File: src/design/b64c_pkg.sv
// ----------------------------------------------------------------------------
// b64c_pkg
// Shared types, constants and alphabet functions of the base64 codec.
// ----------------------------------------------------------------------------
`timescale 1ns / 1ps
`default_nettype none

package b64c_pkg;

  localparam logic [7:0] PadChar  = 8'h3D;  // '='
  localparam logic [7:0] PlusChar = 8'h2B;  // '+'
  localparam logic [7:0] SlashChar = 8'h2F; // '/'
  localparam logic [7:0] NoSextet = 8'h80;  // flag for a character outside the alphabet

  localparam logic DirEncode = 1'b0;
  localparam logic DirDecode = 1'b1;

  // One unit of work handed from the front to the back.
  typedef struct packed {
    logic        enc;     // encode group (four characters) vs decode group
    logic [23:0] bits;    // left-aligned group bits
    logic [1:0]  held;    // encode: bytes held, 1..3
    logic [1:0]  num_m1;  // number of results minus one
    logic        marker;  // decode: bare end marker, no data
    logic        last;    // item closed the stream
    logic        err;     // decode: partial group dropped
  } job_t;

  function automatic logic [7:0] sextet_char(input logic [5:0] v);
    logic [7:0] r;
    if (v < 6'd26) begin
      r = 8'h41 + {2'b00, v};
    end else if (v < 6'd52) begin
      r = 8'h61 + {2'b00, v} - 8'd26;
    end else if (v < 6'd62) begin
      r = 8'h30 + {2'b00, v} - 8'd52;
    end else if (v == 6'd62) begin
      r = PlusChar;
    end else begin
      r = SlashChar;
    end
    return r;
  endfunction

  // Sextet value in the low six bits, or NoSextet.
  function automatic logic [7:0] char_sextet(input logic [7:0] c);
    logic [7:0] r;
    if (c >= 8'h41 && c <= 8'h5A) begin
      r = c - 8'h41;
    end else if (c >= 8'h61 && c <= 8'h7A) begin
      r = c - 8'h61 + 8'd26;
    end else if (c >= 8'h30 && c <= 8'h39) begin
      r = c - 8'h30 + 8'd52;
    end else if (c == PlusChar) begin
      r = 8'd62;
    end else if (c == SlashChar) begin
      r = 8'd63;
    end else if (c == PadChar) begin
      r = 8'd0;
    end else begin
      r = NoSextet;
    end
    return r;
  endfunction

endpackage

`default_nettype wire

File: src/design/b64c_front.sv
// ----------------------------------------------------------------------------
// b64c_front
// Accepts items, keeps the partial group and issues jobs to the queue.
// ----------------------------------------------------------------------------
`timescale 1ns / 1ps
`default_nettype none

module b64c_front (
  input  wire logic             clk_i,
  input  wire logic             rst_ni,
  input  wire logic             cfg_we_i,
  input  wire logic             cfg_wdata_i,
  input  wire logic             item_valid_i,
  output logic                  item_ready_o,
  input  wire logic [7:0]       in_byte_i,
  input  wire logic             in_last_i,
  input  wire logic             q_full_i,
  output logic                  push_o,
  output b64c_pkg::job_t        job_o
);

  logic        dir_q;
  logic [23:0] bits_q, bits_d;
  logic [1:0]  count_q, count_d;
  logic [1:0]  pad_q, pad_d;
  logic        accept;

  logic [7:0]  sext;
  logic [1:0]  held;
  logic        emit;

  assign item_ready_o = !q_full_i;
  assign accept       = item_valid_i && item_ready_o;
  assign sext         = b64c_pkg::char_sextet(in_byte_i);
  assign held         = count_q + 2'd1;

  always_comb begin
    bits_d  = bits_q;
    count_d = count_q;
    pad_d   = pad_q;
    emit    = 1'b0;
    job_o   = '0;
    if (dir_q == b64c_pkg::DirEncode) begin
      bits_d = {bits_q[15:0], in_byte_i};
      job_o.enc    = 1'b1;
      job_o.held   = held;
      job_o.num_m1 = 2'd3;
      job_o.last   = in_last_i;
      case (held)
        2'd1:    job_o.bits = {bits_d[7:0], 16'h0000};
        2'd2:    job_o.bits = {bits_d[15:0], 8'h00};
        default: job_o.bits = bits_d;
      endcase
      if (held == 2'd3 || in_last_i) begin
        emit    = 1'b1;
        bits_d  = '0;
        count_d = '0;
      end else begin
        count_d = held;
      end
    end else begin
      job_o.last = in_last_i;
      if (!sext[7]) begin
        if (in_byte_i == b64c_pkg::PadChar) begin
          if (count_q == 2'd2) pad_d[0] = 1'b1;
          if (count_q == 2'd3) pad_d[1] = 1'b1;
        end
        bits_d = {bits_q[17:0], sext[5:0]};
        if (count_q == 2'd3) begin
          emit       = 1'b1;
          job_o.bits = bits_d;
          job_o.num_m1 = pad_d[0] ? 2'd0 : (pad_d[1] ? 2'd1 : 2'd2);
          bits_d     = '0;
          count_d    = '0;
          pad_d      = '0;
        end else begin
          count_d = held;
        end
      end
      if (in_last_i) begin
        if (!emit) begin
          // nothing emitted: close the stream with a bare marker
          emit         = 1'b1;
          job_o.marker = 1'b1;
          job_o.num_m1 = 2'd0;
          job_o.err    = (count_d != 2'd0);
        end
        bits_d  = '0;
        count_d = '0;
        pad_d   = '0;
      end
    end
  end

  assign push_o = accept && emit;

  always_ff @(posedge clk_i or negedge rst_ni) begin
    if (!rst_ni) begin
      dir_q   <= b64c_pkg::DirEncode;
      bits_q  <= '0;
      count_q <= '0;
      pad_q   <= '0;
    end else if (cfg_we_i) begin
      dir_q   <= cfg_wdata_i;
      bits_q  <= '0;
      count_q <= '0;
      pad_q   <= '0;
    end else if (accept) begin
      bits_q  <= bits_d;
      count_q <= count_d;
      pad_q   <= pad_d;
    end
  end

endmodule

`default_nettype wire

File: src/design/b64c_queue.sv
// ----------------------------------------------------------------------------
// b64c_queue
// Short job FIFO decoupling the front from the back.
// ----------------------------------------------------------------------------
`timescale 1ns / 1ps
`default_nettype none

module b64c_queue #(
  parameter int Depth = 2
) (
  input  wire logic           clk_i,
  input  wire logic           rst_ni,
  input  wire logic           push_i,
  input  wire b64c_pkg::job_t job_i,
  output logic                full_o,
  output logic                valid_o,
  output b64c_pkg::job_t      job_o,
  input  wire logic           pop_i
);

  localparam int PtrW = $clog2(Depth);
  localparam int CntW = $clog2(Depth + 1);
  localparam logic [PtrW-1:0] LastPtr = PtrW'(Depth - 1);

  b64c_pkg::job_t  mem_q [Depth];
  logic [PtrW-1:0] wr_q, rd_q;
  logic [CntW-1:0] cnt_q;
  logic            do_push, do_pop;

  assign full_o  = (cnt_q == CntW'(Depth));
  assign valid_o = (cnt_q != '0);
  assign job_o   = mem_q[rd_q];
  assign do_push = push_i && !full_o;
  assign do_pop  = pop_i && valid_o;

  always_ff @(posedge clk_i) begin
    if (do_push) begin
      mem_q[wr_q] <= job_i;
    end
  end

  always_ff @(posedge clk_i or negedge rst_ni) begin
    if (!rst_ni) begin
      wr_q  <= '0;
      rd_q  <= '0;
      cnt_q <= '0;
    end else begin
      if (do_push) wr_q <= (wr_q == LastPtr) ? '0 : wr_q + 1'b1;
      if (do_pop)  rd_q <= (rd_q == LastPtr) ? '0 : rd_q + 1'b1;
      if (do_push && !do_pop) begin
        cnt_q <= cnt_q + 1'b1;
      end else if (do_pop && !do_push) begin
        cnt_q <= cnt_q - 1'b1;
      end
    end
  end

endmodule

`default_nettype wire

File: src/design/b64c_back.sv
// ----------------------------------------------------------------------------
// b64c_back
// Expands one job into its results, one per cycle unless the result is stalled, into an output register.
// ----------------------------------------------------------------------------
`timescale 1ns / 1ps
`default_nettype none

module b64c_back (
  input  wire logic           clk_i,
  input  wire logic           rst_ni,
  input  wire logic           q_valid_i,
  input  wire b64c_pkg::job_t q_job_i,
  output logic                q_pop_o,
  output logic                res_valid_o,
  input  wire logic           res_ready_i,
  output logic [7:0]          out_byte_o,
  output logic                out_valid_o,
  output logic                run_end_o,
  output logic                stream_end_o,
  output logic                format_error_o
);

  b64c_pkg::job_t job_q;
  logic           busy_q;
  logic [1:0]     idx_q;
  logic           can_emit, job_done;

  logic       res_valid_q;
  logic [7:0] byte_q, byte_d;
  logic       dval_q, dval_d;
  logic       run_q, strm_q, err_q, err_d;
  logic [5:0] sext;

  assign can_emit = busy_q && (!res_valid_q || res_ready_i);
  assign job_done = can_emit && (idx_q == job_q.num_m1);
  assign q_pop_o  = q_valid_i && (!busy_q || job_done);

  always_comb begin
    case (idx_q)
      2'd0:    sext = job_q.bits[23:18];
      2'd1:    sext = job_q.bits[17:12];
      2'd2:    sext = job_q.bits[11:6];
      default: sext = job_q.bits[5:0];
    endcase
    err_d = 1'b0;
    if (job_q.enc) begin
      byte_d = (idx_q <= job_q.held) ? b64c_pkg::sextet_char(sext) : b64c_pkg::PadChar;
      dval_d = 1'b1;
    end else if (job_q.marker) begin
      byte_d = 8'h00;
      dval_d = 1'b0;
      err_d  = job_q.err;
    end else begin
      case (idx_q)
        2'd0:    byte_d = job_q.bits[23:16];
        2'd1:    byte_d = job_q.bits[15:8];
        default: byte_d = job_q.bits[7:0];
      endcase
      dval_d = 1'b1;
    end
  end

  always_ff @(posedge clk_i or negedge rst_ni) begin
    if (!rst_ni) begin
      busy_q <= 1'b0;
      idx_q  <= '0;
    end else if (q_pop_o) begin
      busy_q <= 1'b1;
      idx_q  <= '0;
    end else if (job_done) begin
      busy_q <= 1'b0;
    end else if (can_emit) begin
      idx_q  <= idx_q + 2'd1;
    end
  end

  always_ff @(posedge clk_i) begin
    if (q_pop_o) begin
      job_q <= q_job_i;
    end
  end

  always_ff @(posedge clk_i or negedge rst_ni) begin
    if (!rst_ni) begin
      res_valid_q <= 1'b0;
    end else if (can_emit) begin
      res_valid_q <= 1'b1;
    end else if (res_ready_i) begin
      res_valid_q <= 1'b0;
    end
  end

  always_ff @(posedge clk_i) begin
    if (can_emit) begin
      byte_q <= byte_d;
      dval_q <= dval_d;
      run_q  <= job_done;
      strm_q <= job_done && job_q.last;
      err_q  <= err_d;
    end
  end

  assign res_valid_o    = res_valid_q;
  assign out_byte_o     = byte_q;
  assign out_valid_o    = dval_q;
  assign run_end_o      = run_q;
  assign stream_end_o   = strm_q;
  assign format_error_o = err_q;

endmodule

`default_nettype wire

File: src/design/base64_codec_unit.sv
// ----------------------------------------------------------------------------
// base64_codec_unit
// Streaming base64 codec, standard alphabet with '=' padding.
//
//  channel  | handshake                  | payload
//  ---------+----------------------------+-----------------------------------
//  item in  | item_valid_i / item_ready_o | in_byte_i, in_last_i
//  result   | res_valid_o / res_ready_i   | out_byte_o, out_valid_o, run_end_o,
//           |                            | stream_end_o, format_error_o
//  config   | cfg_we_i                    | cfg_wdata_i (direction)
//
// Items are taken one per cycle while the job queue has room.
// Results leave one per cycle from the back end unless res_ready_i stalls:
// encoding gives 4 characters per 3 bytes, decoding up to 3 bytes per 4 chars.
// A closing item reaches the output via the queue and the job register.
// Reset clears the group state, queue pointers and result valid; no sweep.
// A stalled result register backs up the queue, then item_ready_o drops.
// ----------------------------------------------------------------------------
`timescale 1ns / 1ps
`default_nettype none

module base64_codec_unit #(
  parameter int QueueDepth = 2
) (
  input  wire logic       clk_i,
  input  wire logic       rst_ni,
  input  wire logic       cfg_we_i,
  input  wire logic       cfg_wdata_i,
  input  wire logic       item_valid_i,
  output logic            item_ready_o,
  input  wire logic [7:0] in_byte_i,
  input  wire logic       in_last_i,
  output logic            res_valid_o,
  input  wire logic       res_ready_i,
  output logic [7:0]      out_byte_o,
  output logic            out_valid_o,
  output logic            run_end_o,
  output logic            stream_end_o,
  output logic            format_error_o
);

  b64c_pkg::job_t push_job, pop_job;
  logic           push, q_full, q_valid, pop;

  b64c_front u_front (
    .clk_i        (clk_i),
    .rst_ni       (rst_ni),
    .cfg_we_i     (cfg_we_i),
    .cfg_wdata_i  (cfg_wdata_i),
    .item_valid_i (item_valid_i),
    .item_ready_o (item_ready_o),
    .in_byte_i    (in_byte_i),
    .in_last_i    (in_last_i),
    .q_full_i     (q_full),
    .push_o       (push),
    .job_o        (push_job)
  );

  b64c_queue #(
    .Depth (QueueDepth)
  ) u_queue (
    .clk_i   (clk_i),
    .rst_ni  (rst_ni),
    .push_i  (push),
    .job_i   (push_job),
    .full_o  (q_full),
    .valid_o (q_valid),
    .job_o   (pop_job),
    .pop_i   (pop)
  );

  b64c_back u_back (
    .clk_i          (clk_i),
    .rst_ni         (rst_ni),
    .q_valid_i      (q_valid),
    .q_job_i        (pop_job),
    .q_pop_o        (pop),
    .res_valid_o    (res_valid_o),
    .res_ready_i    (res_ready_i),
    .out_byte_o     (out_byte_o),
    .out_valid_o    (out_valid_o),
    .run_end_o      (run_end_o),
    .stream_end_o   (stream_end_o),
    .format_error_o (format_error_o)
  );

endmodule

`default_nettype wire

File: config.mk
export PLATFORM = sky130hd
export DESIGN_NAME = base64_codec_unit
export DESIGN_NICKNAME = d
export VERILOG_FILES = /design/src/design/b64c_pkg.sv /design/src/design/b64c_front.sv /design/src/design/b64c_queue.sv /design/src/design/b64c_back.sv /design/src/design/base64_codec_unit.sv
export SDC_FILE = /design/constraint.sdc
export NUM_CORES = 1
export LEC_CHECK = 0
export BUFFER_PORTS_ARGS = -buffer_cell sky130_fd_sc_hd__buf_2
export CORE_MARGIN = 8
export CORE_UTILIZATION = 62
export DETAILED_ROUTE_END_ITERATION = 10
export PLACE_DENSITY_LB_ADDON = 0.12
export SLEW_MARGIN = 10
export SYNTH_ARGS = -nofsm -noshare
export SYNTH_HDL_FRONTEND = slang
export SYNTH_SLANG_ARGS = --single-unit
File: constraint.sdc
create_clock -name clk_i -period 3.45 [get_ports clk_i]
set_clock_uncertainty 0.05 [all_clocks]
set_input_delay 0.345 -clock clk_i [delete_from_list [all_inputs] [get_ports clk_i]]
set_output_delay 0.345 -clock clk_i [all_outputs]
set_load 0.1 [all_outputs]
Yosys cells after proc, flatten, opt, wreduce, memory -nomap -nowiden:

Memories as Yosys holds them, arrays and structs flattened. A register that Yosys moved wholly into a read port is not among the register bits.
Cells that the tools add are included.

* register bits: 43
* bits in writable memories: 64
* input bits: 15
* output and inout port bits: 14
* word-level logic and storage cells: 171
* memories kept: 1

Memory list
* u_queue.mem_q: words 2, bits a word 32, rd ports 1, clocked after memory_dff 1, wr ports 1, line b64c_queue.sv:25 `b64c_pkg::job_t mem_q [Depth];`

* add/sub/neg operators: 16
* order comparisons: 10
* equality and inequality tests: 16
* multiplexer cells: 78
* bitwise operators: 1
* reductions and logical operators: 34

Operators with widths (number)
* $mux 18: 7
* $mux 8: 12
* $mux 24: 3
* $mux 2: 28
* $pmux 24 s2: 1
* $eq 8x6->1 const B: 3
* $mux 1: 22
* $pmux 6 s3: 1
* $add 7x6->8 const A: 2
* $ge 8x7->1 const B: 2
* $le 8x7->1 const B: 2
* $pmux 8 s2: 1
* $reduce_bool 2->1: 8
* $sub 8x6->8 const B: 2
* $sub 8x7->8 const B: 2
* $logic_and 1x1->1: 13
* $eq 2x2->1 const B: 6
* $lt 6x6->1 const B: 2
* $mux 3: 3
* $add 8x5->8 const B: 1
* $add 8x6->8 const B: 1
* $ge 8x6->1 const B: 1
* $le 8x6->1 const B: 1
* $sub 8x5->8 const B: 1
* other kinds (19): 30

Depth between registers and ports, before layout:

Gate-level depths: netlist (run 1).

* word-level depth: 17
* depth in mapped cells: 14
* gate-level depth less buffers: 12

Hierarchy:

A second synthesis (run 1) with hierarchy kept.

* cell total of the unflattened synthesis: 631
* area, all modules: 7493.4 um^2

By module, submodules not included
* b64c_queue: instances 1, cells an instance 119, area an instance 2662.6 um^2, sequential area each 2021.9 um^2
* b64c_front: instances 1, cells an instance 317, area an instance 2477.4 um^2, sequential area each 575.6 um^2
* b64c_back: instances 1, cells an instance 195, area an instance 2353.5 um^2, sequential area each 1421.4 um^2

Least setup slack after synthesis (run 1):

OpenSTA, ideal clock, no wires.

* path type: input to register
* from: input in_byte_i[2]
* to: memory u_queue.mem_q[0][0] (netlist bit) (enable)
* setup time: 0.425 ns
* arrival time: 3.457 ns
* required time: 2.975 ns
* slack: -0.482 ns
* cell stages on the path: 9
* path buffers: 1
* cell sequence: buf_2 > inv_1 > ha_1 > a21oi_1 > nor3_4 > nor4_4 > o21ai_2 > a211oi_4 > nor2b_1

* cells in the longest elaborated chain, start to end: 15
* elaborated cells between the ends (all ways): 31
* classes of those cells: 5 x add/sub; 6 x order compare; 3 x eq/ne; 12 x mux; 5 x reduce/logical

Ends and longest elaborated chain
* start, declared: line base64_codec_unit.sv:31 `input wire logic [7:0] in_byte_i,`
* parallel branches: the longest is 6 deep, another holds $sub 8x6->8
* $mux 8 *: line b64c_pkg.sv:48 `if (c >= 8'h41 && c <= 8'h5A) begin`
* $mux 1 *: line b64c_front.sv:63 `if (!sext[7]) begin`
* $mux 1 *: line b64c_front.sv:43 `if (dir_q == b64c_pkg::DirEncode) begin`
* $mux 1 *: line b64c_front.sv:80 `if (in_last_i) begin`
* $mux 1 *: line b64c_front.sv:43
* $logic_and 1x1->1 *: line b64c_front.sv:95 `assign push_o = accept && emit;`
* $logic_and 1x1->1 *: line b64c_queue.sv:33 `assign do_push = push_i && !full_o;`
* named net u_queue.do_push: line b64c_queue.sv:28 `logic do_push, do_pop;`
* $mux 1 *: line b64c_queue.sv:37 `if (do_push) begin`
* $mux 1 (implied by the code) *: line b64c_queue.sv:38 `mem_q[wr_q] <= job_i;`
* end, declared: line b64c_queue.sv:25

Mark *: on every way through the listed nets, which the timed path passes. The select of a mux whose other input is x is not followed.

Worst setup path after layout (run 1):

* from: register u_back.idx_q[0]
* to: register u_back.byte_q[2], in the netlist u_back.out_byte_o[2] (data pin)

* cells in the longest elaborated chain, start to end: 9
* elaborated cells between the ends (all ways): 22
* classes of those cells: 5 x add/sub; 4 x order compare; 3 x eq/ne; 9 x mux; 1 x reduce/logical

Ends and longest elaborated chain
* start, declared: line b64c_back.sv:25 `logic [1:0] idx_q;`
* start signal, assigned: line b64c_back.sv:73 `idx_q <= idx_q + 2'd1;`
* $eq 2x2->1, or another cell as far along: line b64c_back.sv:39 `case (idx_q)`
* $pmux 6 s3: line b64c_back.sv:39
* $add 6x6->7 or $eq 6x6->1 (tied branches): line b64c_pkg.sv:36, b64c_pkg.sv:37
* $sub 8x6->8 or $mux 3 (tied branches): line b64c_pkg.sv:36, b64c_pkg.sv:37
* $mux 8: line b64c_pkg.sv:35 `end else if (v < 6'd62) begin`
* $mux 8: line b64c_pkg.sv:33 `end else if (v < 6'd52) begin`
* $mux 8: line b64c_pkg.sv:31 `if (v < 6'd26) begin`
* $mux 8: line b64c_back.sv:47 `byte_d = (idx_q <= job_q.held) ? b64c_pkg::sextet_char(sext) : b64c_pkg::PadChar;`
* $mux 8 *: line b64c_back.sv:46 `if (job_q.enc) begin`
* named net u_back.byte_d[2]: line b64c_back.sv:29 `logic [7:0] byte_q, byte_d;`
* end signal, assigned: line b64c_back.sv:95 `byte_q <= byte_d;`
* end, declared: line b64c_back.sv:29

The timed path passes the listed nets; every way through them passes the cells marked *.
A chain may end at the register's enable or synchronous reset.

==> flow_summary.ini, run 1 <==
[sta]
finalSetupViolations = 0
post-route-period-util_pct = 93.4
final-hold-violation-count = 0
grt_setup_unrepaired = false
min_period_ns = 3.22
maxSlewViolCount = 0
fmax_ghz = 0.310
slew_headroom_pct = 46.0
worst_pin_slew_ns = 0.810
setup_ws_ns = 0.226
fin_setup_tns_ns = 0
holdWs_ns = 0.0967

[detailed_routing]
via_count = 5209
first_pass_iters = 5
drc_errors = 0
wl_per_cell_um = 21.4
drt-vias-per-instance = 6.52
drtIter0Drc = 564
drt-total-wl_um = 17100
ant_nets = 0

[min_path]
hold_start = cfg_wdata_i
min_path_type = in -> reg

[synthesis]
synth_ff_type = edfxtp_1
synth_top_area_share_pct = 44.1
syn_area_per_cell_sq_um = 12.2
syn-instance-count = 600
synthArstFlopShare_pct = 22.3
ys.warnings.count = 0
ys_seq_elements = 139
synth_nets = 645
ys_types = 71
yosys.area.top_type = edfxtp_1
synth_area_leaders = edfxtp_1 44%, dfrtp_1 11%, mux2_2 5.5%, ha_1 5.1%, a22o_1 3.6%
synth-edff-count = 108
syn-cell-area_sq_um = 7350
ys_seq_area_share_pct = 54.7

[floorplan]
core_sq_um = 11500
ios = 29
die_h_um = 125
die_area_sq_um = 15600
rows = 39
die_w_um = 125
start_util_pct = 63.8

[cells_and_area]
fillers = 810
num_antenna_cells = 0
layout_common_cells = 108 x edfxtp_1, 34 x mux2_2, 34 x a21oi_1
area_growth_syn_to_layout_pct = 13.9
drive_above_1_share_pct = 21.6
num-nets-final = 688
regArea_sq_um = 4020
multi_input_area_sq_um = 3080
final_common_cell = edfxtp_1

[critical_path]
crit_type = reg -> reg
r2r_start = u_back.idx_q[0]$_DFFE_PN0P_
arrival_ns = 3.46
startpoint = u_back.idx_q[0]$_DFFE_PN0P_
cp-start-kind = register
end_kind = register
required_ns = 3.68
crit_path_max_fanout = 10

[placement]
hpwl_um = 12000
dp_slack_ns = 0.168
place_congestion = 0.891
port_buffers = 28

[job]
drv_cap = 0

[global_routing]
grt_pass1_vias = 5248
grt_overflow = 0
grt_first_pass_wirelength_um = 27400
antenna_found_initial = 0
grt_use_total_pct = 22.0
grt_max_degree = 34

[clock_network]
htreeDepth = 4
clock_path_buffers = 2
numCtsBuffers = 17
cts_tree = done
cts.clk_slew.worst_paths_ns = 0.06
numClockSinks = 139
clock_latency_ns = 0.41
root_buffer = clkbuf_16

[pwr]
vdd_drop_max_v = 0.000494
powerDensity_nw_per_um2 = 902
leakage_uw = 0.00320

[outcome]
outcome = complete, no violations
[critical path, cell delays in order, from the launching register on]
cell      delay [ns]
dfrtp_1         0.45
inv_1           0.14
ha_1            0.39
a222oi_1        0.20
mux2i_2         0.35
inv_1           0.09
ha_1            0.23
nand2b_1        0.28
nor2_1          0.27
a221oi_1        0.11
o41ai_1         0.37
a21o_1          0.16
[routing by layer]
layer	up-vias	GRT usage (%)	wire length, um
met5	-	0	0
met4	0	10.0	448
met3	44	4.88	1120
met2	218	37.3	8560
met1	2555	26.3	6970
li1	2392	-	-
[repair_timing]
item                                   4_1_cts  5_1_grt
resized for setup                            0        4
setup buffers                                0        4
hold buffers                                 1        0
setup endpoints to repair                    0        8
endpoints found under the hold margin       31        0
[sequential cells by signal, indices dropped and copies added, names as in the netlist, 2 cells and up]
register,flops
u_queue.mem_q,64
u_back.job_q,32
u_front.bits_q,18
u_back.out_byte_o,8
u_back.idx_q,2
u_front.count_q,2
u_front.pad_q,2
u_queue.cnt_q,2
[Yosys cell counts, drive strengths merged (3+ instances only)]
cell type  count
edfxtp       108
mux2          36
a21oi         34
inv           32
dfrtp         31
nor2          31
a22o          30
ha            30
nand2         29
o21ai         25
o2bb2ai       23
a22oi         16
buf           15
clkbuf        14
xnor2         13
nand3         12
a21o          10
nor3          10
nor2b          8
and3           7
nand2b         7
and2           6
a221o          5
a222oi         5
o211ai         5
o31ai          5
xor2           5
a211oi         4
mux2i          4
a221oi         3
a311oi         3
nor4           3
or2            3
[power breakdown]
| group | switching [uW] | leakage [uW] | internal [uW] |
|---|---|---|---|
| registers | 213 | 0.00139 | 2340 |
| logic | 2040 | 0.00153 | 1110 |
| clock network | 689 | 0.000286 | 1160 |
[metrics by stage]
step | instances | power, uW | util, % | cell area (sq um)
floorplan | 600 | 4820 | - | 7350
global placement | 762 | 5560 | 66.9 | 7710
detailed placement | 762 | 5610 | 66.9 | 7710
CTS | 795 | 7480 | 72.3 | 8320
global route | 799 | 7910 | 72.7 | 8370
finish | 799 | 7540 | 72.7 | 8370
[cell families after synthesis]
logic type      count (synthesis)  share of synthesized area, %
compound gates                186                          19.1
flops                         139                          54.7
simple gates                  125                          9.35
buf+inv                        62                          3.58
mux                            40                          6.06
fa+ha+maj                      30                          5.11
xor+xnor                       18                          2.15
[final cells by class]
type                    instances  share of cell area [%]
multi-input cells             399                    36.8
well taps                     143                    2.14
inverters                      33                    1.48
clock buffers                  19                    5.29
clock inverters                13                    1.97
flip-flops and latches        139                    48.0
repair buffers                 53                    4.25
[final timing paths]
| path | to | slack (ns) | cells past startpoint |
|---|---|---|---|
| setup reg to reg | u_back.out_byte_o[2]$_DFFE_PP_ | 0.23 | 11 |
| max in group asynchronous | u_back.idx_q[1]$_DFFE_PN0P_ | 2.25 | 2 |
| min in group asynchronous | u_queue.cnt_q[0]$_DFFE_PN0P_ | 0.54 | 2 |
| hold reg to reg | u_front.bits_q[16]$_DFFE_PN0P_ | 0.44 | 1 |
| setup / recovery | u_back.out_byte_o[2]$_DFFE_PP_ | 0.23 | 11 |
| hold / removal | u_front.dir_q$_DFFE_PN0P_ | 0.1 | 3 |
Power figures use the tool's default switching activity.
==> run 2, diff against run 1 <==
--- a/config.mk
+++ b/config.mk
@@ -10,6 +10,7 @@
 export CORE_UTILIZATION = 62
 export DETAILED_ROUTE_END_ITERATION = 10
 export PLACE_DENSITY_LB_ADDON = 0.12
+export RECOVER_POWER = 25
 export SLEW_MARGIN = 10
 export SYNTH_ARGS = -nofsm -noshare
 export SYNTH_HDL_FRONTEND = slang
==> flow_summary.ini, run 2 (synthesized netlist as in run 1, its figures left out) <==
[clock_network]
root_buffer = clkbuf_16
numCtsBuffers = 17
htreeDepth = 4
clock_latency_ns = 0.41
numClockSinks = 139
clock_path_buffers = 2
cts_tree = done
cts.clk_slew.worst_paths_ns = 0.06

[cells_and_area]
final_common_cell = edfxtp_1
top_regs = u_queue.mem_q (64), u_back.job_q (32), u_front.bits_q (18)
largest-register = u_queue.mem_q
largest_reg_flops = 64
drive_above_1_share_pct = 20.9
num-nets-final = 688
area_growth_syn_to_layout_pct = 13.7
regArea_sq_um = 4020
layout_common_cells = 108 x edfxtp_1, 34 x mux2_2, 34 x a21oi_1
multi_input_area_sq_um = 3080
fin_cells = 799
num_antenna_cells = 0
fillers = 813

[placement]
dp_cells = 762
port_buffers = 28
hpwl_um = 12000
place_congestion = 0.891
dp_slack_ns = 0.168

[sta]
worst_pin_slew_ns = 1.94
final-hold-violation-count = 0
slew_headroom_pct = -29.5
min_period_ns = 3.22
finalSetupViolations = 0
setup_ws_ns = 0.226
fmax_ghz = 0.310
grt_setup_unrepaired = false
maxSlewViolCount = 66
fin_setup_tns_ns = 0
post-route-period-util_pct = 93.5
holdWs_ns = 0.0962

[floorplan]
core_sq_um = 11500
die_area_sq_um = 15600
rows = 39
start_util_pct = 63.8
die_h_um = 125
ios = 29
die_w_um = 125

[detailed_routing]
wl_met3_um = 1010
wl_per_cell_um = 21.4
drc_errors = 0
via_count = 5201
drt-vias-per-instance = 6.51
highest_layer = met4
ant_nets = 0
first_pass_iters = 5
drt-total-wl_um = 17100
wl_met1_um = 7030
dr_wl_met2_um = 8580
drtIter0Drc = 486

[critical_path]
arrival_ns = 3.46
required_ns = 3.68
startpoint = u_back.idx_q[0]$_DFFE_PN0P_
crit_type = reg -> reg
r2r_start = u_back.idx_q[0]$_DFFE_PN0P_
crit_path_max_fanout = 10
cp-start-kind = register
end_kind = register

[job]
drv_cap = 2

[global_routing]
grt_max_degree = 34
grt_overflow = 0
grt_pass1_vias = 5248
antenna_found_initial = 0
grt_first_pass_wirelength_um = 27400
grt_use_total_pct = 22.0

[outcome]
outcome = complete, but fails checks
violations = max-capacitance violations, max-slew violations

[pwr]
leakage_uw = 0.00319
finalPower_uw = 7550
vdd_drop_max_v = 0.000495
powerDensity_nw_per_um2 = 904

[min_path]
hold_start = cfg_wdata_i
min_path_type = in -> reg
[run 2: cell count changes in the layout (fill, tap and decap cells not counted), sizes merged]
cell / before / now
buf: 52 / 47
clkbuf: 19 / 24
[run 2: critical path, cell delays in order, from the launching register on]
cell and delay, ns:
dfrtp_1 0.45, inv_1 0.14, ha_1 0.39, a222oi_1 0.20
mux2i_2 0.35, inv_1 0.09, ha_1 0.23, nand2b_1 0.29
nor2_1 0.27, a221oi_1 0.12, o41ai_1 0.37, a21o_1 0.16
[run 2: path summary, 6_finish.rpt]
check | cells past startpoint | slack [ns] | endpoint
setup / recovery | 11 | 0.23 | u_back.out_byte_o[2]$_DFFE_PP_
hold / removal | 3 | 0.1 | u_front.dir_q$_DFFE_PN0P_
setup reg to reg | 11 | 0.23 | u_back.out_byte_o[2]$_DFFE_PP_
hold reg to reg | 1 | 0.44 | u_front.bits_q[16]$_DFFE_PN0P_
max in group asynchronous | 2 | 1.10 | u_back.idx_q[1]$_DFFE_PN0P_
min in group asynchronous | 2 | 0.99 | u_queue.cnt_q[0]$_DFFE_PN0P_
[run 2: final cells by class]
| class | instances | share of cell area (%) |
|---|---|---|
| well taps | 143 | 2.14 |
| multi-input cells | 399 | 36.9 |
| inverters | 33 | 1.48 |
| clock inverters | 13 | 1.98 |
| repair buffers | 53 | 4.09 |
| flip-flops and latches | 139 | 48.1 |
| clock buffers | 19 | 5.30 |
[run 2: power by group]
group | switching (uW) | total (uW) | internal, uW
Clock | 689 | 1850 | 1160
Combinational | 2040 | 3150 | 1110
Sequential | 212 | 2550 | 2340
[run 2: per-stage QoR]
| stage | utilization, % | cell area (sq um) |
|---|---|---|
| finish | 72.5 | 8350 |
| global route | 72.5 | 8350 |
| global placement | 66.9 | 7710 |
| floorplan | - | 7350 |
| detailed placement | 66.9 | 7710 |
| CTS | 72.3 | 8320 |
[run 2: what timing repair did]
| action | CTS | global route |
|---|---|---|
| hold buffers | 1 | 0 |
| setup endpoints to repair | 0 | 8 |
| resized for setup | 0 | 4 |
| buffers inserted | 0 | 4 |
| hold endpoints to repair | 31 | 0 |
[run 2: per-layer routing]
layer | vias to the layer above | track usage [%]
li1 | 2391 | -
met1 | 2569 | 26.3
met2 | 198 | 37.3
met3 | 43 | 4.88
met4 | 0 | 10.0
met5 | - | 0
==> run 3, diff against run 2 <==
--- a/config.mk
+++ b/config.mk
@@ -14,4 +14,5 @@
 export SLEW_MARGIN = 10
 export SYNTH_ARGS = -nofsm -noshare
 export SYNTH_HDL_FRONTEND = slang
+export SYNTH_HIERARCHICAL = 1
 export SYNTH_SLANG_ARGS = --single-unit
==> flow_summary.ini, run 3 <==
[critical_path]
r2r_cells = 9
critPathMaxStageDelay_ns = 0.46
crit_type = reg -> reg
required_ns = 3.56
startpoint = u_back/idx_q[0]$_DFFE_PN0P_
cp-start-kind = register
r2r_start = u_back/idx_q[0]$_DFFE_PN0P_
worstPathCellList = inv_1 > ha_1 > a222oi_1 > mux2_2 > ha_1 > nor2_1 > maj3_1 > o22ai_1 > a21boi_1
rr_endpoint = u_back/out_byte_o[2]$_DFFE_PP_
end_kind = register
arrival_ns = 3.07
crit_slowest_cell = a222oi_1
r2r_slack_ns = 0.48
cp-endpoint = u_back/out_byte_o[2]$_DFFE_PP_
crit_top_cell = ha_1
crit_path_max_fanout = 11

[sta]
slew_headroom_pct = -26.1
grt_setup_unrepaired = false
post-route-period-util_pct = 86.0
worst_pin_slew_ns = 1.89
final-hold-violation-count = 0
holdWs_ns = 0.129
fmax_ghz = 0.337
setup_ws_ns = 0.484
min_period_ns = 2.97
maxSlewViolCount = 66
fin_setup_tns_ns = 0
finalSetupViolations = 0

[detailed_routing]
ant_nets = 0
drtIter0Drc = 580
wl_per_cell_um = 20.8
drt-total-wl_um = 17000
drt-vias-per-instance = 6.51
via_count = 5331
drc_errors = 0
first_pass_iters = 8

[synthesis]
synth_nets = 668
ys.warnings.count = 6
synth_area_leaders = edfxtp_1 43%, dfrtp_1 10%, mux2_4 6.0%, ha_1 3.7%, nand2_1 2.8%
syn_area_per_cell_sq_um = 11.9
syn-cell-area_sq_um = 7490
synthArstFlopShare_pct = 22.3
synth_top_area_share_pct = 43.3
ys_seq_area_share_pct = 53.6
ys_types = 75
synthTopCellsByCount = 108 x edfxtp_1, 56 x nand2_1, 38 x a21oi_1
synth_ff_type = edfxtp_1
syn-instance-count = 631
yosys.area.top_type = edfxtp_1
synth_most_common_cell = edfxtp_1
synth-edff-count = 108
ys_seq_elements = 139

[cells_and_area]
regArea_sq_um = 4020
num_antenna_cells = 0
largest-register = u_queue/mem_q
num-nets-final = 696
layout_common_cells = 108 x edfxtp_1, 56 x nand2_1, 38 x a21oi_1
final_common_cell = edfxtp_1
drive_above_1_share_pct = 16.4
fillers = 866
largest_reg_flops = 64
final_util_pct = 70.0
area_growth_syn_to_layout_pct = 11.3
multi_input_area_sq_um = 3100
top_regs = u_queue/mem_q (64), u_back/job_q (32), u_front/bits_q (18)

[outcome]
violations = max-capacitance violations, max-slew violations
outcome = complete, but fails checks

[global_routing]
grt_pass1_vias = 5111
grt_first_pass_wirelength_um = 26900
grt_use_total_pct = 21.4
grt_max_degree = 35
grt_overflow = 0
antenna_found_initial = 0

[clock_network]
htreeDepth = 4
clock_latency_ns = 0.41
clock_path_buffers = 2
ctsResizeCount = 0
cts.clk_slew.worst_paths_ns = 0.06
cts_setup_buffers = 0
numCtsBuffers = 17
cts_tree = done
root_buffer = clkbuf_16
numClockSinks = 139
holdBufCountCts = 1

[min_path]
min_path_type = in -> reg
min_path_cells = 3

[pwr]
finalPower_uw = 7510
leakage_uw = 0.00323
powerDensity_nw_per_um2 = 900
vdd_drop_max_v = 0.000358

[floorplan]
core_sq_um = 11900
start_util_pct = 62.9
die_h_um = 126
die_w_um = 126
rows = 40
ios = 29
die_area_sq_um = 15900

[placement]
place_congestion = 0.953
hpwl_um = 12200
port_buffers = 28
dp_slack_ns = 0.192

[job]
drv_cap = 2
==> run 3: changes by cell type after synthesis, moves of 5 or more <==
cell and change:
a22o_1 -17, a31oi_1 +6, ha_1 -8, inv_1 +5, mux2_2 -31, mux2_4 +30
nand2_1 +27, nand4_1 +6, nor2_1 +5, o22ai_1 +6, o2bb2ai_1 -15
==> run 3: cell families (layout without fill, tap and decap cells) <==
family,count (synthesis),in the layout,share of synthesized area [%]
compound gates,183,183,18.0
xor+xnor,11,11,1.29
fa+ha+maj,23,23,3.81
buf+inv,72,113,5.11
flops,139,139,53.6
mux,42,42,7.70
simple gates,161,161,10.5
==> run 3: critical path, delay by kind of cell (launching register included) <==
kind | cells | cell delay (ns)
multiplexers | 1 | 0.32
adder cells (fa/ha/maj) | 3 | 0.97
AO/OA/AOI/OAI | 3 | 0.76
flip-flops | 1 | 0.41
AND/OR/NAND/NOR | 1 | 0.07
buffers and inverters | 1 | 0.13
==> run 3: worst min path at each step <==
stage / start / end / slack [ns]
6_report: cfg_wdata_i / u_front/dir_q$_DFFE_PN0P_ / 0.13
5_1_grt: cfg_wdata_i / u_front/dir_q$_DFFE_PN0P_ / 0.15
4_1_cts: cfg_wdata_i / u_front/dir_q$_DFFE_PN0P_ / 0.12
3_5_place_dp: rst_ni / u_front/pad_q[1]$_DFFE_PN0P_ / 0.42
3_3_place_gp: rst_ni / u_front/pad_q[1]$_DFFE_PN0P_ / 0.40
2_1_floorplan: rst_ni / u_back/busy_q$_DFFE_PN0P_ / -0.0006
==> run 3: metrics by stage <==
| step | std cells | cell area, sq um |
|---|---|---|
| after floorplan | 631 | 7510 |
| after global routing | 819 | 8340 |
| after detailed placement | 786 | 7740 |
| after CTS | 819 | 8370 |
| after global placement | 786 | 7740 |
| final | 819 | 8340 |
==> run 3: final cells by class <==
cell class              count  area share [%]
well taps                 147            2.21
inverters                  36            1.62
flip-flops and latches    139            48.2
clock inverters            11            2.03
multi-input cells         420            37.2
clock buffers              21            5.40
repair buffers             45            3.32
==> run 3: report_power, final <==
group          internal, uW  total, uW  switching (uW)
clock network          1230       1870             644
registers              2390       2710             325
logic                  1050       2920            1870
==> run 3: metal layers <==
metal / routed length [um] / vias to the layer above / global-route usage (%) / part of all wire (%)
met5: 0 / - / 0 / 0
met4: 657 / 0 / 10.9 / 3.9
met3: 1110 / 56 / 4.14 / 6.5
met2: 8190 / 272 / 35.8 / 48
met1: 7040 / 2551 / 26.0 / 41
li1: - / 2452 / - / -
